[src/design/frwf_pkg.sv]
package frwf_pkg;

	localparam int SCALE_FRAC_BITS = 16;

	localparam int KEY_W = 14;
	localparam int MELODIC_CH = 9;
	localparam int RHYTHM_KEYS = 5;
	localparam int FNUM_W = 10;
	localparam int SCALE_W = 18;
	localparam int PROD_W = FNUM_W + SCALE_W;
	localparam int CH_W = 4;
	localparam int STEP_W = 2;

	localparam logic [7:0] REG_FNUM_LO = 8'ha0;
	localparam logic [7:0] REG_KEY_ON = 8'hb0;
	localparam logic [7:0] REG_RHYTHM = 8'hbd;
	localparam int KEY_ON_BIT = 5;

	localparam logic REQ_BUS_WRITE = 1'b0;
	localparam logic REQ_TAKE = 1'b1;
	localparam logic PORT_ADDR = 1'b0;
	localparam logic PORT_DATA = 1'b1;

	localparam logic [STEP_W-1:0] STEP_FIRST = 2'd0;
	localparam logic [STEP_W-1:0] STEP_ADDR = 2'd1;
	localparam logic [STEP_W-1:0] STEP_SECOND = 2'd2;

	typedef enum logic {
		CFG_UNMUTED_MASK = 1'b0,
		CFG_FNUM_SCALE = 1'b1
	} cfg_index_t;

	typedef enum logic [2:0] {
		CMD_TAKE = 3'd0,
		CMD_MUTED = 3'd1,
		CMD_PLAIN = 3'd2,
		CMD_KEYON_CONV = 3'd3,
		CMD_FNUM_CONV = 3'd4
	} cmd_kind_t;

	typedef struct packed {
		logic req_type;
		logic port;
		logic [7:0] value;
	} req_t;

	typedef struct packed {
		logic write_valid;
		logic out_port;
		logic [7:0] out_value;
		logic [KEY_W-1:0] key_on_mask;
		logic [KEY_W-1:0] trigger_mask;
		logic last;
	} result_t;

	typedef struct packed {
		cmd_kind_t kind;
		logic port;
		logic [7:0] value;
		logic [CH_W-1:0] ch;
		logic [FNUM_W-1:0] tenbit;
		logic [7:0] rh;
		logic [KEY_W-1:0] key_on;
		logic [KEY_W-1:0] trig;
	} cmd_t;

endpackage

[src/design/fm_register_write_filter_unit.sv]
// Register-write filter for an FM sound chip. Bus writes and take-trigger
// requests enter as items through push/full; an item is taken when push is
// high and full is low. Results leave through empty/pop: the oldest result
// sits on the result port while empty is low and is taken when pop is high.
// Each item yields one result, or three when a frequency rescale also has to
// rewrite the partner register; the last flag marks an item's final result.
// The configuration channel (cfg_valid/cfg_ready, always ready) writes the
// unmuted channel mask at index 0 and the frequency scale at index 1; write
// it only while no item is in flight.
// An item passes through the two-entry command queue and the back's command
// register before its first result is loaded into the single output register.
// The front takes one item per cycle while the queue is not full; the back
// emits one result per cycle while the output register can load, and takes
// the next command in the same cycle as it emits the last result of an item.
// When pop stays low, the output register holds, the back stalls, the queue
// fills and full rises. Reset clears the shadow registers, key-on and trigger
// masks and stored rescaled frequencies, and returns the mask to all ones and
// the scale to zero; the queue starts empty, so full is low after reset.
module fm_register_write_filter_unit (
	input logic clk,
	input logic arst_n,
	input logic push,
	output logic full,
	input frwf_pkg::req_t req,
	output logic empty,
	input logic pop,
	output frwf_pkg::result_t result,
	input logic cfg_valid,
	output logic cfg_ready,
	input logic cfg_index,
	input logic [frwf_pkg::SCALE_W-1:0] cfg_data
);

	logic [frwf_pkg::KEY_W-1:0] unmuted_q;
	logic [frwf_pkg::SCALE_W-1:0] scale_q;
	logic scale_on;
	logic cmd_push;
	logic cmd_full;
	logic cmd_pop;
	logic cmd_avail;
	frwf_pkg::cmd_t cmd_front;
	frwf_pkg::cmd_t cmd_head;

	assign cfg_ready = 1'b1;
	assign scale_on = (scale_q != '0);

	always_ff @(posedge clk or negedge arst_n) begin
		if (!arst_n) begin
			unmuted_q <= '1;
			scale_q <= '0;
		end else if (cfg_valid) begin
			case (cfg_index)
				frwf_pkg::CFG_UNMUTED_MASK: unmuted_q <= cfg_data[frwf_pkg::KEY_W-1:0];
				frwf_pkg::CFG_FNUM_SCALE: scale_q <= cfg_data;
				default: begin
				end
			endcase
		end
	end

	frwf_front u_front (
		.clk(clk),
		.arst_n(arst_n),
		.push(push),
		.full(full),
		.req(req),
		.unmuted_mask(unmuted_q),
		.scale_on(scale_on),
		.cmd_push(cmd_push),
		.cmd(cmd_front),
		.cmd_full(cmd_full)
	);

	frwf_cmd_fifo u_cmd_fifo (
		.clk(clk),
		.arst_n(arst_n),
		.push(cmd_push),
		.cmd_in(cmd_front),
		.full(cmd_full),
		.pop(cmd_pop),
		.cmd_out(cmd_head),
		.avail(cmd_avail)
	);

	frwf_back u_back (
		.clk(clk),
		.arst_n(arst_n),
		.cmd_avail(cmd_avail),
		.cmd_head(cmd_head),
		.cmd_pop(cmd_pop),
		.fnum_scale(scale_q),
		.empty(empty),
		.pop(pop),
		.result(result)
	);

endmodule

[src/design/frwf_front.sv]
module frwf_front (
	input logic clk,
	input logic arst_n,
	input logic push,
	output logic full,
	input frwf_pkg::req_t req,
	input logic [frwf_pkg::KEY_W-1:0] unmuted_mask,
	input logic scale_on,
	output logic cmd_push,
	output frwf_pkg::cmd_t cmd,
	input logic cmd_full
);

	logic accept;
	logic [7:0] reg_index_q;
	logic [7:0] shadow_a_q [frwf_pkg::MELODIC_CH];
	logic [7:0] shadow_b_q [frwf_pkg::MELODIC_CH];
	logic [frwf_pkg::KEY_W-1:0] keyed_on_q;
	logic [frwf_pkg::KEY_W-1:0] triggers_q;
	logic [frwf_pkg::KEY_W-1:0] keyed_next;
	logic [frwf_pkg::KEY_W-1:0] trig_next;
	logic [frwf_pkg::CH_W-1:0] ch;
	logic ch_ok;
	logic is_a;
	logic is_b;
	logic is_rhythm;
	logic is_data;

	assign accept = push && !cmd_full;
	assign full = cmd_full;
	assign cmd_push = accept;

	assign ch_ok = (reg_index_q[3:0] < frwf_pkg::CH_W'(frwf_pkg::MELODIC_CH));
	assign ch = ch_ok ? reg_index_q[3:0] : '0;
	assign is_a = ch_ok && (reg_index_q[7:4] == frwf_pkg::REG_FNUM_LO[7:4]);
	assign is_b = ch_ok && (reg_index_q[7:4] == frwf_pkg::REG_KEY_ON[7:4]);
	assign is_rhythm = (reg_index_q == frwf_pkg::REG_RHYTHM);
	assign is_data = (req.req_type == frwf_pkg::REQ_BUS_WRITE)
		&& (req.port == frwf_pkg::PORT_DATA);

	always_comb begin
		keyed_next = keyed_on_q;
		trig_next = triggers_q;
		cmd.kind = frwf_pkg::CMD_PLAIN;
		cmd.port = req.port;
		cmd.value = req.value;
		cmd.ch = ch;
		cmd.tenbit = '0;
		cmd.rh = '0;
		cmd.trig = '0;
		if (req.req_type == frwf_pkg::REQ_TAKE) begin
			cmd.kind = frwf_pkg::CMD_TAKE;
			cmd.trig = triggers_q;
			trig_next = '0;
		end else if (req.port == frwf_pkg::PORT_DATA) begin
			if (is_b) begin
				if (req.value[frwf_pkg::KEY_ON_BIT]) begin
					if (unmuted_mask[ch]) begin
						keyed_next[ch] = 1'b1;
						trig_next[ch] = 1'b1;
					end else begin
						cmd.kind = frwf_pkg::CMD_MUTED;
					end
				end else begin
					keyed_next[ch] = 1'b0;
				end
				if (cmd.kind != frwf_pkg::CMD_MUTED && scale_on) begin
					cmd.kind = frwf_pkg::CMD_KEYON_CONV;
					cmd.tenbit = {req.value[1:0], shadow_a_q[ch]};
				end
			end else if (is_a) begin
				if (scale_on && unmuted_mask[ch]) begin
					cmd.kind = frwf_pkg::CMD_FNUM_CONV;
					cmd.tenbit = {shadow_b_q[ch][1:0], req.value};
					cmd.rh = shadow_b_q[ch];
				end
			end else if (is_rhythm) begin
				// A muted rhythm key is stripped from the byte sent downstream.
				for (int i = 0; i < frwf_pkg::RHYTHM_KEYS; i++) begin
					if (req.value[i]) begin
						if (unmuted_mask[frwf_pkg::MELODIC_CH + i]) begin
							keyed_next[frwf_pkg::MELODIC_CH + i] = 1'b1;
							trig_next[frwf_pkg::MELODIC_CH + i] = 1'b1;
						end else begin
							cmd.value[i] = 1'b0;
						end
					end
				end
			end
		end
		cmd.key_on = keyed_next;
	end

	always_ff @(posedge clk or negedge arst_n) begin
		if (!arst_n) begin
			reg_index_q <= '0;
			keyed_on_q <= '0;
			triggers_q <= '0;
			for (int i = 0; i < frwf_pkg::MELODIC_CH; i++) begin
				shadow_a_q[i] <= '0;
				shadow_b_q[i] <= '0;
			end
		end else if (accept) begin
			keyed_on_q <= keyed_next;
			triggers_q <= trig_next;
			if (req.req_type == frwf_pkg::REQ_BUS_WRITE && req.port == frwf_pkg::PORT_ADDR) begin
				reg_index_q <= req.value;
			end
			if (is_data && is_a) begin
				shadow_a_q[ch] <= req.value;
			end
			if (is_data && is_b) begin
				shadow_b_q[ch] <= req.value;
			end
		end
	end

endmodule

[src/design/frwf_cmd_fifo.sv]
module frwf_cmd_fifo (
	input logic clk,
	input logic arst_n,
	input logic push,
	input frwf_pkg::cmd_t cmd_in,
	output logic full,
	input logic pop,
	output frwf_pkg::cmd_t cmd_out,
	output logic avail
);

	frwf_pkg::cmd_t mem_q [2];
	logic wr_ptr_q;
	logic rd_ptr_q;
	logic [1:0] count_q;
	logic do_push;
	logic do_pop;

	assign full = (count_q == 2'd2);
	assign avail = (count_q != 2'd0);
	assign do_push = push && !full;
	assign do_pop = pop && avail;
	assign cmd_out = mem_q[rd_ptr_q];

	always_ff @(posedge clk) begin
		if (do_push) begin
			mem_q[wr_ptr_q] <= cmd_in;
		end
	end

	always_ff @(posedge clk or negedge arst_n) begin
		if (!arst_n) begin
			wr_ptr_q <= 1'b0;
			rd_ptr_q <= 1'b0;
			count_q <= 2'd0;
		end else begin
			if (do_push) begin
				wr_ptr_q <= !wr_ptr_q;
			end
			if (do_pop) begin
				rd_ptr_q <= !rd_ptr_q;
			end
			if (do_push && !do_pop) begin
				count_q <= count_q + 2'd1;
			end else if (do_pop && !do_push) begin
				count_q <= count_q - 2'd1;
			end
		end
	end

endmodule

[src/design/frwf_back.sv]
module frwf_back (
	input logic clk,
	input logic arst_n,
	input logic cmd_avail,
	input frwf_pkg::cmd_t cmd_head,
	output logic cmd_pop,
	input logic [frwf_pkg::SCALE_W-1:0] fnum_scale,
	output logic empty,
	input logic pop,
	output frwf_pkg::result_t result
);

	logic [frwf_pkg::PROD_W-1:0] prod;
	logic [frwf_pkg::PROD_W-1:0] prod_shifted;
	logic valid_s1;
	frwf_pkg::cmd_t cmd_s1;
	logic [frwf_pkg::FNUM_W-1:0] fn_s1;
	logic [frwf_pkg::STEP_W-1:0] step_q;
	logic [frwf_pkg::FNUM_W-1:0] conv_q [frwf_pkg::MELODIC_CH];
	logic [frwf_pkg::FNUM_W-1:0] conv_old;
	logic differs;
	logic out_valid_q;
	frwf_pkg::result_t result_q;
	frwf_pkg::result_t res;
	logic out_load;
	logic emit;
	logic finish;
	logic is_conv;

	assign prod = frwf_pkg::PROD_W'(cmd_head.tenbit) * frwf_pkg::PROD_W'(fnum_scale);
	assign prod_shifted = prod >> frwf_pkg::SCALE_FRAC_BITS;

	assign conv_old = conv_q[cmd_s1.ch];
	assign is_conv = (cmd_s1.kind == frwf_pkg::CMD_KEYON_CONV)
		|| (cmd_s1.kind == frwf_pkg::CMD_FNUM_CONV);

	always_comb begin
		res.write_valid = 1'b1;
		res.out_port = frwf_pkg::PORT_DATA;
		res.out_value = cmd_s1.value;
		res.key_on_mask = cmd_s1.key_on;
		res.trigger_mask = '0;
		res.last = 1'b1;
		differs = 1'b0;
		case (cmd_s1.kind)
			frwf_pkg::CMD_TAKE: begin
				res.write_valid = 1'b0;
				res.out_port = frwf_pkg::PORT_ADDR;
				res.out_value = '0;
				res.trigger_mask = cmd_s1.trig;
			end
			frwf_pkg::CMD_PLAIN: begin
				res.out_port = cmd_s1.port;
			end
			frwf_pkg::CMD_KEYON_CONV: begin
				// The low byte moved: rewrite the partner low-byte register too.
				differs = (fn_s1[7:0] != conv_old[7:0]);
				case (step_q)
					frwf_pkg::STEP_FIRST: begin
						res.out_value = {cmd_s1.value[7:2], fn_s1[9:8]};
						res.last = !differs;
					end
					frwf_pkg::STEP_ADDR: begin
						res.out_port = frwf_pkg::PORT_ADDR;
						res.out_value = frwf_pkg::REG_FNUM_LO | 8'(cmd_s1.ch);
						res.last = 1'b0;
					end
					default: begin
						res.out_value = fn_s1[7:0];
					end
				endcase
			end
			frwf_pkg::CMD_FNUM_CONV: begin
				// The high bits moved: rewrite the partner key-on register too.
				differs = (fn_s1[9:8] != conv_old[9:8]);
				case (step_q)
					frwf_pkg::STEP_FIRST: begin
						res.out_value = fn_s1[7:0];
						res.last = !differs;
					end
					frwf_pkg::STEP_ADDR: begin
						res.out_port = frwf_pkg::PORT_ADDR;
						res.out_value = frwf_pkg::REG_KEY_ON | 8'(cmd_s1.ch);
						res.last = 1'b0;
					end
					default: begin
						res.out_value = {cmd_s1.rh[7:2], fn_s1[9:8]};
					end
				endcase
			end
			default: begin
				res.write_valid = 1'b0;
				res.out_port = frwf_pkg::PORT_ADDR;
				res.out_value = '0;
			end
		endcase
	end

	assign out_load = !out_valid_q || pop;
	assign emit = valid_s1 && out_load;
	assign finish = emit && res.last;
	assign cmd_pop = cmd_avail && (!valid_s1 || finish);
	assign empty = !out_valid_q;
	assign result = result_q;

	always_ff @(posedge clk) begin
		if (cmd_pop) begin
			cmd_s1 <= cmd_head;
			fn_s1 <= prod_shifted[frwf_pkg::FNUM_W-1:0];
		end
		if (emit) begin
			result_q <= res;
		end
	end

	always_ff @(posedge clk or negedge arst_n) begin
		if (!arst_n) begin
			valid_s1 <= 1'b0;
			step_q <= frwf_pkg::STEP_FIRST;
			out_valid_q <= 1'b0;
			for (int i = 0; i < frwf_pkg::MELODIC_CH; i++) begin
				conv_q[i] <= '0;
			end
		end else begin
			if (cmd_pop) begin
				valid_s1 <= 1'b1;
			end else if (finish) begin
				valid_s1 <= 1'b0;
			end
			if (finish) begin
				step_q <= frwf_pkg::STEP_FIRST;
			end else if (emit) begin
				step_q <= step_q + frwf_pkg::STEP_W'(1);
			end
			if (finish && is_conv) begin
				conv_q[cmd_s1.ch] <= fn_s1;
			end
			if (emit) begin
				out_valid_q <= 1'b1;
			end else if (pop) begin
				out_valid_q <= 1'b0;
			end
		end
	end

endmodule
[config.mk]
export PLATFORM = sky130hd
export DESIGN_NAME = fm_register_write_filter_unit
export DESIGN_NICKNAME = d
export VERILOG_FILES = /design/src/design/frwf_pkg.sv /design/src/design/fm_register_write_filter_unit.sv /design/src/design/frwf_front.sv /design/src/design/frwf_cmd_fifo.sv /design/src/design/frwf_back.sv
export SDC_FILE = /design/constraint.sdc
export NUM_CORES = 1
export LEC_CHECK = 0
export BUFFER_PORTS_ARGS = -buffer_cell sky130_fd_sc_hd__buf_2
export CAP_MARGIN = 40
export CELL_PAD_IN_SITES_DETAIL_PLACEMENT = 1
export CELL_PAD_IN_SITES_GLOBAL_PLACEMENT = 1
export CORE_MARGIN = 2
export CORE_UTILIZATION = 30
export CTS_CLUSTER_SIZE = 10
export DETAILED_ROUTE_END_ITERATION = 6
export PLACE_DENSITY_LB_ADDON = 0.1
export SYNTH_ARGS = -nofsm -noshare
export SYNTH_HDL_FRONTEND = slang
export SYNTH_SLANG_ARGS = --single-unit
export TNS_END_PERCENT = 50
[constraint.sdc]
create_clock -name clk -period 14.35 [get_ports clk]
set_input_delay 0.7175 -clock clk [delete_from_list [all_inputs] [get_ports clk]]
set_output_delay 0.7175 -clock clk [all_outputs]
set_load 0.1 [all_outputs]
### Yosys cells after proc, flatten, opt, wreduce, memory -nomap -nowiden

Memory sizes are Yosys's and may differ from the RTL's.
Cells that the tools add are included.

* word-level logic and storage cells: 270
* output and inout port bits: 42
* bits in read-only memories: 0
* memories kept: 1
* bits in registers: 411
* bits in writable memories: 124
* input bits: 34
* bits in latches: 0

* multipliers: 1
* shift-type cells: 0
* eq/ne operators: 14
* bitwise gates (word level): 9
* divide/modulo/power cells: 0
* $add $sub $neg: 3
* mux-type cells: 110
* $lt $le $gt $ge: 7
* reduce and logical (&&, ||, !) cells: 68

Memories
* u_cmd_fifo.mem_q: depth 2, width 62, read ports 1, clocked after Yosys merged registers in 0, wr ports 1, RTL line frwf_cmd_fifo.sv:12 `frwf_pkg::cmd_t mem_q [2];`

Operators by type and width (count)
* 72-bit bitwise mux: 2
* 14-bit 2-to-1 mux: 9
* 90-bit bitwise mux: 1
* 18-bit 2-to-1 mux: 4
* 8-bit binary-select mux with 4-bit select: 2
* 5-bit 2-to-1 mux: 11
* 10-bit 2-to-1 mux: 5
* 8-bit 2-to-1 mux: 6
* 10-bit binary-select mux with 4-bit select: 1
* 10-bit demux with 4-bit select: 1
* 1-bit 2-to-1 mux: 40
* 8-bit AND reduction: 5
* 3-bit nonzero test: 11
* 8-bit demux with 4-bit select: 1
* 8-bit one-hot mux with 2 select lines: 2
* 3-bit 2-to-1 mux: 10
* 14-bit bitwise OR: 2
* 10-bit by 18-bit multiplier with 26-bit output: 1
* 8-bit one-hot mux with 3 select lines: 1
* 1-bit logical AND: 20
* 9-bit 2-to-1 mux: 2
* 18-bit nonzero test: 1
* 2-bit nonzero test: 9
* 14-bit AND: 1
* 33 further kinds: 64

### Depth between registers and ports, before layout

Gate-level depths: netlist of the first run.

* depth in word-level cells: 15
* depth in mapped cells: 24
* mapped depth without buffers: 22

### By module

Synthesis of the first run repeated with hierarchy kept, for this count alone.

* cell total of the unflattened synthesis: 2168
* area, all modules: 28471.1 µm²

Modules (own cells, without submodules)
* frwf_back: cells an instance 1135, times used 1, area an instance 13240.2 µm², sequential area each 5325.1 µm²
* frwf_front: cells an instance 744, times used 1, area an instance 9006.1 µm², sequential area each 4504.3 µm²
* frwf_cmd_fifo: cells an instance 212, times used 1, area an instance 4972.3 µm², sequential area each 3823.7 µm²
* fm_register_write_filter_unit: cells an instance 77, times used 1, area an instance 1252.5 µm², sequential area each 818.3 µm²

### Worst setup path after synthesis of the first run

OpenSTA, ideal clock, no wires.

* kind: reg2reg
* start: register u_cmd_fifo.rd_ptr_q
* end: register u_back.fn_s1[9] (netlist bit) (data pin)
* stages on the path, launching flop included: 24
* library setup time: 0.260 ns
* buffers on the path: 3
* data required time: 14.090 ns
* arrival: 6.190 ns
* setup slack: 7.900 ns
* cells stage by stage: dfrtp_1 -> clkbuf_1 -> buf_1 -> mux2_2 -> buf_1 -> nand2_1 -> fa_1 -> inv_1 -> fa_1 -> fa_1 -> fa_1 -> inv_1 -> fa_1 -> inv_1 -> ha_1 -> a21o_1 -> a21o_1 -> a21oi_1 -> o21ai_0 -> a221oi_1 -> o21ai_0 -> a311o_1 -> a31oi_1 -> xnor2_1

* longest elaborated chain between the ends: 2

Ends and longest elaborated chain
* from (decl): RTL line frwf_cmd_fifo.sv:14 `logic rd_ptr_q;`
* from (signal assigned): RTL line frwf_cmd_fifo.sv:41 `rd_ptr_q <= !rd_ptr_q;`
* memory read 2 x 62 bit
* 10-bit by 18-bit multiplier with 26-bit output: RTL line frwf_back.sv:30 `assign prod = frwf_pkg::PROD_W'(cmd_head.tenbit) * frwf_pkg::PROD_W'(fnum_scale);`
* via u_back.prod, one bit: RTL line frwf_back.sv:13 `logic [frwf_pkg::PROD_W-1:0] prod;`
* to (signal assigned): RTL line frwf_back.sv:109 `fn_s1 <= prod_shifted[frwf_pkg::FNUM_W-1:0];`
* to (decl): RTL line frwf_back.sv:17 `logic [frwf_pkg::FNUM_W-1:0] fn_s1;`

The timed path passes the listed nets, and every way through them passes these cells.
A chain may end at the register's enable or synchronous reset.

### Final worst setup path of the first run

Same ends and word-level chain as after synthesis.

==> results.rst, run 1 <==
.. list-table::
   :header-rows: 1

   * - Metric
     - Value
   * - Floorplan die area
     - between 0.09 and 0.1 mm^2
   * - Post-synthesis cell count
     - roughly 2100
   * - Floorplan die width
     - a little over 300 um
   * - Worst Setup Start Kind
     - flip-flop
   * - Max Clock Freq
     - roughly 150 MHz
   * - Routed vias
     - ~16000
   * - Total overflow reported by the global router
     - 0
   * - Buffers inserted during post-CTS setup optimization
     - 0
   * - Setup Viol. Count Final
     - 0
   * - Cell at the root of the clock tree
     - sky130_fd_sc_hd__clkbuf_16
   * - Hold violation total from the final report
     - 0
   * - Worst setup path class
     - reg2reg
   * - Clk_skew
     - between 0.04 and 0.05 ns
   * - Area leader, netlist
     - sky130_fd_sc_hd__dfrtp_1
   * - Number of cells upsized or downsized after cts
     - 0
   * - Number of inserted filler cells in the final layout
     - roughly 9600
   * - Most common library cell in the layout ignoring fill and taps
     - sky130_fd_sc_hd__mux2_2
   * - Max Fanout on Critical Path
     - 18
   * - Final min period
     - approximately 6.8 ns
   * - Hold-fix buffer count after cts
     - 0
   * - Clock edge transition at the registers on the reported setup and hold paths
     - around 0.06 ns
   * - Wire length of the first global-routing pass
     - 116000 um
   * - Synthesized net count
     - 2275
   * - Core outline area
     - 0.0914 mm^2
   * - TritonCTS clock tree
     - built
   * - Last weighted congestion value of the routability-driven placer
     - approximately 0.76
   * - Number of enable flip-flop cells after synthesis
     - 219
   * - Worst Max-Slew Pin Slew
     - around 1.0 ns
   * - Max-slew violation count
     - 0
   * - Clk buf depth
     - 3
   * - Clock latency reported for the late side of the worst-skew pair
     - slightly above 0.6 ns
   * - Crit end category
     - flip-flop
   * - Fraction of the cycle the final worst path needs
     - 0.477
   * - Slew headroom
     - 0.308
   * - Placed cell area
     - between 0.02 and 0.03 mm^2
   * - Total routing resource utilization after global routing
     - 0.163
   * - Worst min path class
     - in2async
   * - Top library cells by usage in the layout, fill and taps aside
     - 334 x sky130_fd_sc_hd__mux2_2, 293 x sky130_fd_sc_hd__dfrtp_1, 219 x sky130_fd_sc_hd__edfxtp_1, 158 x sky130_fd_sc_hd__nand2_1, 152 x sky130_fd_sc_hd__inv_1
   * - Overall routed net length
     - 75200 um
   * - Count of state elements after synthesis
     - about 530
   * - Row count
     - around 110
   * - Required arrival time at the worst endpoint
     - approximately 15 ns
   * - Fraction of layout instances using a drive strength above 1
     - 0.285
   * - Dominant cells by area after synthesis
     - sky130_fd_sc_hd__dfrtp_1 27%, sky130_fd_sc_hd__edfxtp_1 24%, sky130_fd_sc_hd__mux2_2 14%, sky130_fd_sc_hd__fa_1 9.0%, sky130_fd_sc_hd__mux4_2 3.5%
   * - Finished layout cell area
     - ~0.032 mm^2
   * - Number of nets with antenna violations after routing
     - 0
   * - Remaining design rule violation count
     - 0
   * - Initial antenna violation count
     - 4
   * - Run status
     - completed
   * - Syn Std Cell Area
     - roughly 0.028 mm^2
   * - Placed wire-length estimate
     - 52300 um
   * - Number of unique standard cell types used by synthesis
     - ~70
   * - Sequential cell area fraction in the yosys report
     - 0.521
   * - Avg Synthesized Cell Area
     - approximately 13 um^2
   * - Post-synthesis async set-or-reset flop share
     - 0.586
   * - Effective utilization at floorplan
     - 0.301
   * - Number of vias per cell after detailed routing
     - between 4 and 5
   * - Final-stage net count
     - about 2300
   * - Max-cap violations
     - 0
   * - Synthesis-to-finish area growth
     - 14.4%
   * - Unrepaired setup endpoints after global routing
     - false
   * - Detailed-route wire length per cell
     - roughly 22 um
   * - H-Tree Depth
     - 3
   * - Aggregate negative setup slack
     - 0 ns
   * - Clock Sink Count
     - about 530
   * - Area share of the largest cell type after synthesis
     - 0.269
   * - Yosys warnings
     - 0
   * - Pin count of the biggest net entering global routing
     - 160
   * - Y dimension of the die
     - roughly 310 um
   * - Vias in the first global route
     - ~18000
   * - First-pass detailed-route iteration total
     - 4
   * - TritonCTS Buffers
     - 67
   * - Drt initial violations
     - 730
   * - Most frequently used flop master after synthesis
     - sky130_fd_sc_hd__dfrtp_1
   * - Port Buffers
     - 74
   * - I/O Pins
     - 76
   * - Critical path arrival
     - 7.19 ns
## final cells by class
| cell class | instances | area, um^2 | area share |
|---|---|---|---|
| Timing Repair Buffer | 114 | 773 | 0.0245 |
| Tap cell | 1186 | 1480 | 0.0471 |
| Antenna cell | 1 | 2.50 | 0.0000794 |
| Sequential cell | 529 | 14400 | 0.456 |
| Clock buffer | 108 | 1970 | 0.0626 |
| Multi-Input combinational cell | 1262 | 12200 | 0.387 |
| Clock inverter | 11 | 126 | 0.00401 |
| Inverter | 157 | 589 | 0.0187 |
## worst max-delay path: stages, from the launching register on
cell and delay, ns:
sky130_fd_sc_hd__dfrtp_2 0.51, sky130_fd_sc_hd__mux2_2 0.54, sky130_fd_sc_hd__and2_1 0.24, sky130_fd_sc_hd__fa_1 0.50
sky130_fd_sc_hd__fa_1 0.57, sky130_fd_sc_hd__fa_1 0.44, sky130_fd_sc_hd__fa_1 0.50, sky130_fd_sc_hd__inv_1 0.06
sky130_fd_sc_hd__fa_1 0.48, sky130_fd_sc_hd__inv_1 0.04, sky130_fd_sc_hd__ha_1 0.28, sky130_fd_sc_hd__a21o_1 0.18
sky130_fd_sc_hd__a21o_1 0.17, sky130_fd_sc_hd__a21oi_1 0.13, sky130_fd_sc_hd__o21ai_0 0.16, sky130_fd_sc_hd__a221oi_1 0.67
sky130_fd_sc_hd__o21ai_0 0.31, sky130_fd_sc_hd__a311o_1 0.43, sky130_fd_sc_hd__a31oi_1 0.24, sky130_fd_sc_hd__xnor2_1 0.09
## metrics by stage
stage,std cells,setup WS [ns],util,hold slack (ns)
CTS,3367,7.36,0.345,0.154
detailed placement,3248,7.38,0.322,0.407
global placement,3230,7.55,0.319,0.402
global route,3368,7.07,0.345,0.193
finish,3368,7.50,0.345,0.127
floorplan,2062,7.90,-,0.400
## layer usage
metal	up-vias	part of all wire	global-route usage
li1	7396	-	-
met1	8604	0.46	0.218
met2	222	0.48	0.272
met3	102	0.029	0.0258
met4	4	0.024	0.0482
met5	-	0.00031	0
## path summary, 6_finish.rpt
kind	startpoint	to	slack, ns	cells after the start
worst max register to register	u_cmd_fifo.rd_ptr_q$_DFFE_PN0P_	u_back.fn_s1[9]$_DFFE_PP_	7.50	19
worst max-delay path	u_cmd_fifo.rd_ptr_q$_DFFE_PN0P_	u_back.fn_s1[9]$_DFFE_PP_	7.50	19
max in group asynchronous	arst_n	u_front.keyed_on_q[9]$_DFFE_PN0P_	11.98	3
min in group clk	cfg_data[16]	scale_q[16]$_DFFE_PN0P_	0.33	2
worst min register to register	u_back.cmd_s1[17]$_DFFE_PP_	u_back.result[18]$_DFFE_PP_	0.42	0
worst min-delay path	arst_n	u_cmd_fifo.rd_ptr_q$_DFFE_PN0P_	0.13	1
## sequential cells by signal (all words and copies together), names as in the netlist, 2 cells and up
name,cells
u_front.keyed_on_q,14
u_front.shadow_a_q,72
u_back.result,39
u_back.step_q,2
unmuted_q,14
u_back.cmd_s1,50
u_front.shadow_b_q,72
scale_q,18
u_cmd_fifo.mem_q,120
u_back.fn_s1,10
u_front.reg_index_q,8
u_cmd_fifo.count_q,2
u_front.triggers_q,14
u_back.conv_q,90
## kinds of logic after synthesis
family	count (synthesis)	synth area share
AO/OA/AOI/OAI	208	0.0504
XOR/XNOR	29	0.00922
adder cells (fa/ha/maj)	179	0.115
buffers and inverters	271	0.0382
flip-flops	529	0.521
multiplexers	411	0.184
other	1	0.000136
AND/OR/NAND/NOR	434	0.0819
## cell usage after synthesis (34+ instances only)
cell,instances
sky130_fd_sc_hd__edfxtp_1,219
sky130_fd_sc_hd__a21oi_1,44
sky130_fd_sc_hd__nor2_1,64
sky130_fd_sc_hd__and2_1,115
sky130_fd_sc_hd__o21ai_0,34
sky130_fd_sc_hd__fa_1,124
sky130_fd_sc_hd__nand2_1,158
sky130_fd_sc_hd__ha_1,55
sky130_fd_sc_hd__clkbuf_1,91
sky130_fd_sc_hd__inv_1,154
sky130_fd_sc_hd__dfrtp_1,296
sky130_fd_sc_hd__mux2_2,334
sky130_fd_sc_hd__mux4_2,43
sky130_fd_sc_hd__mux2i_1,34
Power of run 1 is left out: the tool's default activity adds up to more than one toggle a clock period on the data nets, which glitch-free logic cannot reach.
==> run 2, diff against run 1 <==
--- a/config.mk
+++ b/config.mk
@@ -5,6 +5,7 @@
 export SDC_FILE = /design/constraint.sdc
 export NUM_CORES = 1
 export LEC_CHECK = 0
+export ABC_AREA = 1
 export BUFFER_PORTS_ARGS = -buffer_cell sky130_fd_sc_hd__buf_2
 export CAP_MARGIN = 40
 export CELL_PAD_IN_SITES_DETAIL_PLACEMENT = 1
==> constraint.sdc (replaced) <==
create_clock -name clk -period 6.8 [get_ports clk]
set_input_delay 0.34 -clock clk [delete_from_list [all_inputs] [get_ports clk]]
set_output_delay 0.34 -clock clk [all_outputs]
set_load 0.1 [all_outputs]
==> results.rst, run 2 <==
.. list-table::
   :header-rows: 1

   * - Metric
     - Value
   * - Met3 usage in global routing
     - 0.0265 (+0.000611)
   * - Sequential cell area fraction in the yosys report
     - 0.518 (-0.00322)
   * - GRT busiest layer
     - met2
   * - Count of state elements after synthesis
     - 529 (unchanged)
   * - Reg2reg setup slack
     - 0.73 ns (-6.77 ns)
   * - Setup WS pre-CTS
     - 0.588 ns (-6.79 ns)
   * - Initial antenna violation count
     - 0 (-4)
   * - Pin count of the biggest net entering global routing
     - 151 (-5.6%)
   * - Setup Viol. Count Final
     - 0 (unchanged)
   * - Top library cells by usage in the layout, fill and taps aside
     - 920 x sky130_fd_sc_hd__nand2_1, 312 x sky130_fd_sc_hd__inv_1, 295 x sky130_fd_sc_hd__dfrtp_1, 262 x sky130_fd_sc_hd__nor2_1, 219 x sky130_fd_sc_hd__edfxtp_1
   * - Worst min path class
     - in2reg
   * - Top cell types by occurrence after synthesis
     - 922 x sky130_fd_sc_hd__nand2_1, 314 x sky130_fd_sc_hd__inv_1, 296 x sky130_fd_sc_hd__dfrtp_1
   * - Synthesis-to-finish area growth
     - 14.0%
   * - Final min period
     - 6.07 ns (-0.777 ns)
   * - Count of placed standard cells in the final layout, fillers left out
     - 4299 (+28%)
   * - Area leader, netlist
     - sky130_fd_sc_hd__dfrtp_1
   * - Launch point of the critical path
     - u_cmd_fifo.rd_ptr_q$_DFFE_PN0P_
   * - Number of nets with antenna violations after routing
     - 0 (unchanged)
   * - Run status
     - completed
   * - Post-synthesis cell count
     - 3007 (+46%)
   * - Aggregate negative setup slack
     - 0 ns (unchanged)
   * - Core occupancy in the finished layout
     - 0.345 (about the same)
   * - Top Registers
     - u_cmd_fifo.mem_q: 120 flops, u_back.conv_q: 90 flops
   * - Number of inserted filler cells in the final layout
     - 10500 (+10%)
   * - Avg Synthesized Cell Area
     - 9.22 um^2 (-31%)
   * - Core outline area
     - 0.0917 mm^2 (+0.30%)
   * - Required arrival time at the worst endpoint
     - 7.16 ns (-7.54 ns)
   * - R2R Path Start
     - u_cmd_fifo.rd_ptr_q$_DFFE_PN0P_
   * - Total routing resource utilization after global routing
     - 0.193 (+0.0297)
   * - I/O Pins
     - 76 (unchanged)
   * - Fraction of layout instances using a drive strength above 1
     - 0.0877 (-0.197)
   * - Cell breakdown of the critical path
     - inv_2 > or2_2 > nand2_1 > clkinv_1 > nand2_1 > fa_1 > inv_1 > fa_1 > fa_1 > fa_1 > inv_1 > fa_1 > inv_1 > ha_1 > nand2_1 > nor2_1 > inv_1 > nor2_1 > nand3_1 > o21ai_0 > nand2_1 > nand2_1 > xor2_1
   * - Register bank with the most flops
     - u_cmd_fifo.mem_q
   * - Combinational family with the most area after synthesis
     - simple AND/OR/NAND/NOR gates
   * - Number of enable flip-flop cells after synthesis
     - 219 (unchanged)
   * - Worst Max-Slew Pin Slew
     - 0.910 ns (-0.128 ns)
   * - Share of the synthesized netlist area taken by xor and xnor gates
     - 0.00569 (-0.00353)
   * - Hold violation total from the final report
     - 0 (unchanged)
   * - Share of synthesized area spent on multiplexers
     - 0 (-0.184)
   * - Met1 track utilization from global routing
     - 0.251 (+0.0326)
   * - Fraction of the cycle the final worst path needs
     - 0.892 (+0.415)
   * - Startpoint of the most critical hold path
     - cfg_data[10]
   * - Worst setup path class
     - reg2reg
   * - Drt initial violations
     - 1023 (+40%)
   * - Effective utilization at floorplan
     - 0.302 (+0.000957)
   * - Clk_skew
     - 0.0230 ns (-0.0251 ns)
   * - Synthesized net count
     - 3220 (+42%)
   * - Floorplan die width
     - 308 um (+0.31%)
   * - Post-synthesis async set-or-reset flop share
     - 0.586 (unchanged)
   * - Synth Area in Compound Gates
     - 0.0877 (+0.0373)
   * - Buffers inserted during post-CTS setup optimization
     - 0 (unchanged)
   * - Cell at the root of the clock tree
     - sky130_fd_sc_hd__clkbuf_16
   * - Most common library cell in the layout ignoring fill and taps
     - sky130_fd_sc_hd__nand2_1
   * - Slew headroom
     - 0.391 (+0.0828)
   * - Remaining design rule violation count
     - 0 (unchanged)
   * - Max Fanout on Critical Path
     - 17 (-1)
   * - Hold Path Sink
     - unmuted_q[10]$_DFFE_PN1P_
   * - Largest stage delay, worst path
     - 0.52 ns (-0.15 ns)
   * - H-Tree Depth
     - 3 (unchanged)
   * - Syn Std Cell Area
     - 0.0277 mm^2 (+0.62%)
   * - Crit end category
     - flip-flop
   * - Unrepaired setup endpoints after global routing
     - false
   * - Placed wire-length estimate
     - 63000 um (+20%)
   * - Number of vias per cell after detailed routing
     - 4.94 (+1.9%)
   * - Max-slew violation count
     - 0 (unchanged)
   * - TritonCTS clock tree
     - built
   * - Overall routed net length
     - 89600 um (+19%)
   * - Total overflow reported by the global router
     - 0 (unchanged)
   * - Clock edge transition at the registers on the reported setup and hold paths
     - 0.06 ns (about the same)
   * - Adder-cell share of the synthesized area
     - 0.114 (-0.000712)
   * - Last weighted congestion value of the routability-driven placer
     - 0.839 (+9.8%)
   * - TritonCTS Buffers
     - 66 (-1.5%)
   * - Clock latency reported for the late side of the worst-skew pair
     - 0.62 ns (about the same)
   * - Vias in the first global route
     - 22900 (+25%)
   * - Max Clock Freq
     - 165 MHz (+13%)
   * - Final-stage net count
     - 3282 (+40%)
   * - Reg2reg end
     - u_back.fn_s1[7]$_DFFE_PP_
   * - Antenna cell count
     - 0 (-1)
   * - Clock Sink Count
     - 529 (unchanged)
   * - First-pass detailed-route iteration total
     - 4 (unchanged)
   * - Placed Cells
     - 4173 (+28%)
   * - Number of unique standard cell types used by synthesis
     - 54 (-25%)
   * - Most used standard cell by instance count after synthesis
     - sky130_fd_sc_hd__nand2_1
   * - Detailed-route wire length per cell
     - 20.8 um (-6.6%)
   * - Area share of the largest cell type after synthesis
     - 0.267 (-0.00166)
   * - Cell count of the worst reg-to-reg path
     - 23 (+4)
   * - Crit-path slowest cell
     - sky130_fd_sc_hd__fa_1
   * - Port Buffers
     - 74 (unchanged)
   * - Number of flip-flops under the largest register name
     - 120 (unchanged)
   * - Clk buf depth
     - 3 (unchanged)
   * - Yosys warnings
     - 0 (unchanged)
   * - Count of cells along the worst hold path
     - 3
   * - Wire length of the first global-routing pass
     - 140000 um (+20%)
   * - Dominant cells by area after synthesis
     - sky130_fd_sc_hd__dfrtp_1 27%, sky130_fd_sc_hd__edfxtp_1 24%, sky130_fd_sc_hd__nand2_1 12%, sky130_fd_sc_hd__fa_1 9.0%, sky130_fd_sc_hd__inv_1 4.3%
   * - Setup ws final
     - 0.732 ns (-6.77 ns)
   * - Max-cap violations
     - 0 (unchanged)
   * - GR Util met2
     - 0.330 (+0.0574)
   * - Most frequently used flop master after synthesis
     - sky130_fd_sc_hd__dfrtp_1
   * - Critical path arrival
     - 6.42 ns (-0.77 ns)
   * - Worst Setup Start Kind
     - flip-flop
   * - Routed vias
     - 21200 (+30%)
   * - Row count
     - 111 (unchanged)
   * - Y dimension of the die
     - 308 um (+0.31%)
   * - Simple logic cell fraction of the synthesized area
     - 0.206 (+0.124)
   * - Floorplan die area
     - 0.0948 mm^2 (+0.62%)
==> run 2: per-layer routing <==
metal	up-vias	routed length, um
met5	-	0
met4	0	2410
met3	117	2890
met2	322	43800
met1	10900	40500
li1	9927	-
==> run 2: worst max-delay path: cells and delay by family, from the launching register on <==
family | cells | cell delay (ns)
AND/OR/NAND/NOR | 9 | 1.26
AO/OA/AOI/OAI | 1 | 0.49
XOR/XNOR | 1 | 0.06
buffers and inverters | 6 | 0.85
adder cells (fa/ha/maj) | 6 | 2.68
flip-flops | 1 | 0.48
==> run 2: layout make-up <==
cell class              count  area, um^2  area share
inverters                 327        1230      0.0389
flip-flops and latches    529       14400       0.454
repair buffers            139        1080      0.0340
well taps                1186        1480      0.0470
multi-input cells        2006       11500       0.364
clock buffers             101        1860      0.0587
clock inverters            11        96.3     0.00305
==> run 2: worst max path at each step <==
| stage | endpoint | slack (ns) | cells past startpoint |
|---|---|---|---|
| finish | u_back.fn_s1[7]$_DFFE_PP_ | 0.73 | 23 |
| global route | u_back.fn_s1[7]$_DFFE_PP_ | 0.21 | 23 |
| CTS | u_back.fn_s1[9]$_DFFE_PP_ | 0.60 | 22 |
| detailed placement | u_back.fn_s1[9]$_DFFE_PP_ | 0.59 | 22 |
| global placement | u_back.fn_s1[7]$_DFFE_PP_ | 0.74 | 25 |
| floorplan | u_back.fn_s1[9]$_DFFE_PP_ | 1.08 | 25 |
==> run 2: cell families after synthesis <==
group | after synthesis
xor gates and xnor gates | 18
AOI/OAI and AO/OA | 421
DFF | 529
buffers and inverters | 472
adders and majority gates | 179
and+or+nand+nor | 1387
other | 1
==> run 2: through the flow <==
stage                     hold WS [ns]  cell area [um^2]
final                           0.0311             31600
after global routing            0.0119             31600
after CTS                     0.000805             31600
after detailed placement         0.407             29500
after global placement           0.408             29300
after floorplan                 0.0444             27700
==> run 2: timing repair <==
item / in CTS / in global routing
gates resized for setup: 0 / 0
setup endpoints to repair: 0 / 0
hold endpoints to repair: 98 / 0
hold buffers: 14 / 0
Power of run 2 is left out for the same reason.
==> run 3, diff against run 2 <==
--- a/config.mk
+++ b/config.mk
@@ -11,7 +11,7 @@
 export CELL_PAD_IN_SITES_DETAIL_PLACEMENT = 1
 export CELL_PAD_IN_SITES_GLOBAL_PLACEMENT = 1
 export CORE_MARGIN = 2
-export CORE_UTILIZATION = 30
+export CORE_UTILIZATION = 49
 export CTS_CLUSTER_SIZE = 10
 export DETAILED_ROUTE_END_ITERATION = 6
 export PLACE_DENSITY_LB_ADDON = 0.1
==> results.rst, run 3 (synthesis gave the netlist of run 2 again) <==
.. list-table::
   :header-rows: 1

   * - Metric
     - Value
   * - Top Registers
     - u_cmd_fifo.mem_q: 120 flops, u_back.conv_q: 90 flops
   * - Slew headroom
     - 0.238 (-0.153)
   * - Fraction of layout instances using a drive strength above 1
     - 0.0787 (-0.00899)
   * - Crit end category
     - flip-flop
   * - Max-cap violations
     - 0 (unchanged)
   * - Max-slew violation count
     - 0 (unchanged)
   * - Worst setup path class
     - reg2reg
   * - Worst Setup Start Kind
     - flip-flop
   * - Max Fanout on Critical Path
     - 15 (-2)
   * - Clock Sink Count
     - 529 (unchanged)
   * - Most common library cell in the layout ignoring fill and taps
     - sky130_fd_sc_hd__nand2_1
   * - Critical path arrival
     - 6.65 ns (+0.23 ns)
   * - Vias in the first global route
     - 23500 (+2.5%)
   * - Floorplan die area
     - 0.0585 mm^2 (-38%)
   * - Overall routed net length
     - 82600 um (-7.9%)
   * - First-pass detailed-route iteration total
     - 5 (+1)
   * - Fraction of the cycle the final worst path needs
     - 0.929 (+0.0370)
   * - Aggregate negative setup slack
     - 0 ns (unchanged)
   * - Last weighted congestion value of the routability-driven placer
     - 0.888 (+5.9%)
   * - Initial antenna violation count
     - 0 (unchanged)
   * - Final-stage net count
     - 3266 (-0.49%)
   * - Register bank with the most flops
     - u_cmd_fifo.mem_q
   * - Core occupancy in the finished layout
     - 0.548 (+0.203)
   * - Number of vias per cell after detailed routing
     - 5.62 (+14%)
   * - Port Buffers
     - 74 (unchanged)
   * - TritonCTS Buffers
     - 60 (-9.1%)
   * - Clk buf depth
     - 3 (unchanged)
   * - Effective utilization at floorplan
     - 0.493 (+0.191)
   * - Final min period
     - 6.32 ns (+0.252 ns)
   * - Unrepaired setup endpoints after global routing
     - false
   * - Worst Max-Slew Pin Slew
     - 1.14 ns (+0.233 ns)
   * - Pin count of the biggest net entering global routing
     - 187 (+24%)
   * - Clock latency reported for the late side of the worst-skew pair
     - 0.64 ns (+0.02 ns)
   * - Buffers inserted during post-CTS setup optimization
     - 0 (unchanged)
   * - Total overflow reported by the global router
     - 0 (unchanged)
   * - Required arrival time at the worst endpoint
     - 7.13 ns (-0.03 ns)
   * - Hold violation total from the final report
     - 0 (unchanged)
   * - Number of flip-flops under the largest register name
     - 120 (unchanged)
   * - Final-layout worst hold slack
     - 0.0411 ns (+0.0100 ns)
   * - FF/Latch Area
     - 0.0144 mm^2 (unchanged)
   * - Floorplan die width
     - 242 um (-21%)
   * - Detailed-route wire length per cell
     - 21.4 um (+2.7%)
   * - Top library cells by usage in the layout, fill and taps aside
     - 920 x sky130_fd_sc_hd__nand2_1, 312 x sky130_fd_sc_hd__inv_1, 295 x sky130_fd_sc_hd__dfrtp_1, 262 x sky130_fd_sc_hd__nor2_1, 219 x sky130_fd_sc_hd__edfxtp_1
   * - Antenna cell count
     - 0 (unchanged)
   * - Synthesis-to-finish area growth
     - 11.0%
   * - Clock edge transition at the registers on the reported setup and hold paths
     - 0.06 ns (about the same)
   * - Y dimension of the die
     - 242 um (-21%)
   * - Cell at the root of the clock tree
     - sky130_fd_sc_hd__clkbuf_16
   * - Clk_skew
     - 0.0563 ns (+0.0332 ns)
   * - Run status
     - completed
   * - Number of nets with antenna violations after routing
     - 0 (unchanged)
   * - TritonCTS clock tree
     - built
   * - Total routing resource utilization after global routing
     - 0.286 (+0.0932)
   * - Drt initial violations
     - 1428 (+40%)
   * - Routed vias
     - 21700 (+2.1%)
   * - Placed wire-length estimate
     - 56300 um (-11%)
   * - Setup Viol. Count Final
     - 0 (unchanged)
   * - H-Tree Depth
     - 2 (-1)
   * - Worst min path class
     - in2reg
   * - Max Clock Freq
     - 158 MHz (-4.0%)
   * - I/O Pins
     - 76 (unchanged)
   * - Core outline area
     - 0.0562 mm^2 (-39%)
   * - Number of inserted filler cells in the final layout
     - 6440 (-39%)
   * - Row count
     - 87 (-22%)
   * - Wire length of the first global-routing pass
     - 132000 um (-5.6%)
   * - Area occupied by multi-input gates
     - 0.0115 mm^2 (about the same)
   * - Remaining design rule violation count
     - 0 (unchanged)
## run 3: cell count changes in the layout (fill, tap and decap cells not counted), moves of 3 or more
cell / previous run / this run
sky130_fd_sc_hd__clkbuf_16: 68 / 60
sky130_fd_sc_hd__inv_6: 3 / 0
sky130_fd_sc_hd__buf_4: 38 / 29
sky130_fd_sc_hd__dlygate4sd3_1: 14 / 18
sky130_fd_sc_hd__clkbuf_1: 30 / 43
sky130_fd_sc_hd__clkinv_8: 3 / 0
## run 3: metrics by stage
stage	std cells	worst slack (ns)	cell area (um^2)
final	3856	0.480	30800
after global routing	3856	0.126	30800
after CTS	3856	0.534	30800
after detailed placement	3729	0.602	28800
after global placement	3720	0.714	28600
after floorplan	3007	1.08	27700
## run 3: per-layer routing
metal / GRT usage / up-vias / share of wire
li1: - / 9883 / -
met1: 0.370 / 11100 / 0.43
met2: 0.491 / 520 / 0.49
met3: 0.0377 / 191 / 0.044
met4: 0.110 / 0 / 0.037
met5: 0 / - / 0
## run 3: cell type report
cell class	instances	share of cell area
multi-input combinational	2006	0.374
inverter	327	0.0400
sequential	529	0.467
clock inverter	4	0.00240
timing repair buffer	129	0.0312
clock buffer	105	0.0550
tap	756	0.0308
## run 3: final timing paths
check	slack, ns	from	cells past startpoint	end
worst max-delay path	0.48	u_cmd_fifo.rd_ptr_q$_DFFE_PN0P_	21	u_back.fn_s1[8]$_DFFE_PP_
worst min-delay path	0.04	cfg_data[17]	3	scale_q[17]$_DFFE_PN0P_
worst max register to register	0.48	u_cmd_fifo.rd_ptr_q$_DFFE_PN0P_	21	u_back.fn_s1[8]$_DFFE_PP_
worst min register to register	0.42	u_back.cmd_s1[16]$_DFFE_PP_	0	u_back.result[17]$_DFFE_PP_
max in group asynchronous	4.74	arst_n	3	u_cmd_fifo.rd_ptr_q$_DFFE_PN0P_
min in group asynchronous	0.40	arst_n	2	scale_q[1]$_DFFE_PN0P_
## run 3: timing repair
| action | 4_1_cts | 5_1_grt |
|---|---|---|
| gates resized for setup | 0 | 0 |
| hold buffers | 18 | 0 |
| endpoints found under the hold margin | 137 | 0 |
| endpoints found under the setup margin | 0 | 0 |
## run 3: critical path, stage by stage (launching register included)
cell and delay (ns):
sky130_fd_sc_hd__dfrtp_2 0.49, sky130_fd_sc_hd__clkinv_1 0.21, sky130_fd_sc_hd__or2_2 0.32, sky130_fd_sc_hd__o21ai_1 0.49, sky130_fd_sc_hd__inv_1 0.22, sky130_fd_sc_hd__nand2_1 0.14, sky130_fd_sc_hd__fa_1 0.47, sky130_fd_sc_hd__fa_1 0.55
sky130_fd_sc_hd__inv_1 0.05, sky130_fd_sc_hd__fa_1 0.45, sky130_fd_sc_hd__fa_1 0.49, sky130_fd_sc_hd__inv_1 0.05, sky130_fd_sc_hd__fa_1 0.47, sky130_fd_sc_hd__inv_1 0.04, sky130_fd_sc_hd__ha_1 0.30, sky130_fd_sc_hd__a21oi_1 0.19
sky130_fd_sc_hd__o21ai_0 0.14, sky130_fd_sc_hd__o21ai_0 0.23, sky130_fd_sc_hd__nand3_1 0.24, sky130_fd_sc_hd__nand2_1 0.11, sky130_fd_sc_hd__o311ai_0 0.18, sky130_fd_sc_hd__xor2_1 0.19
Power of run 3 is left out for the same reason.
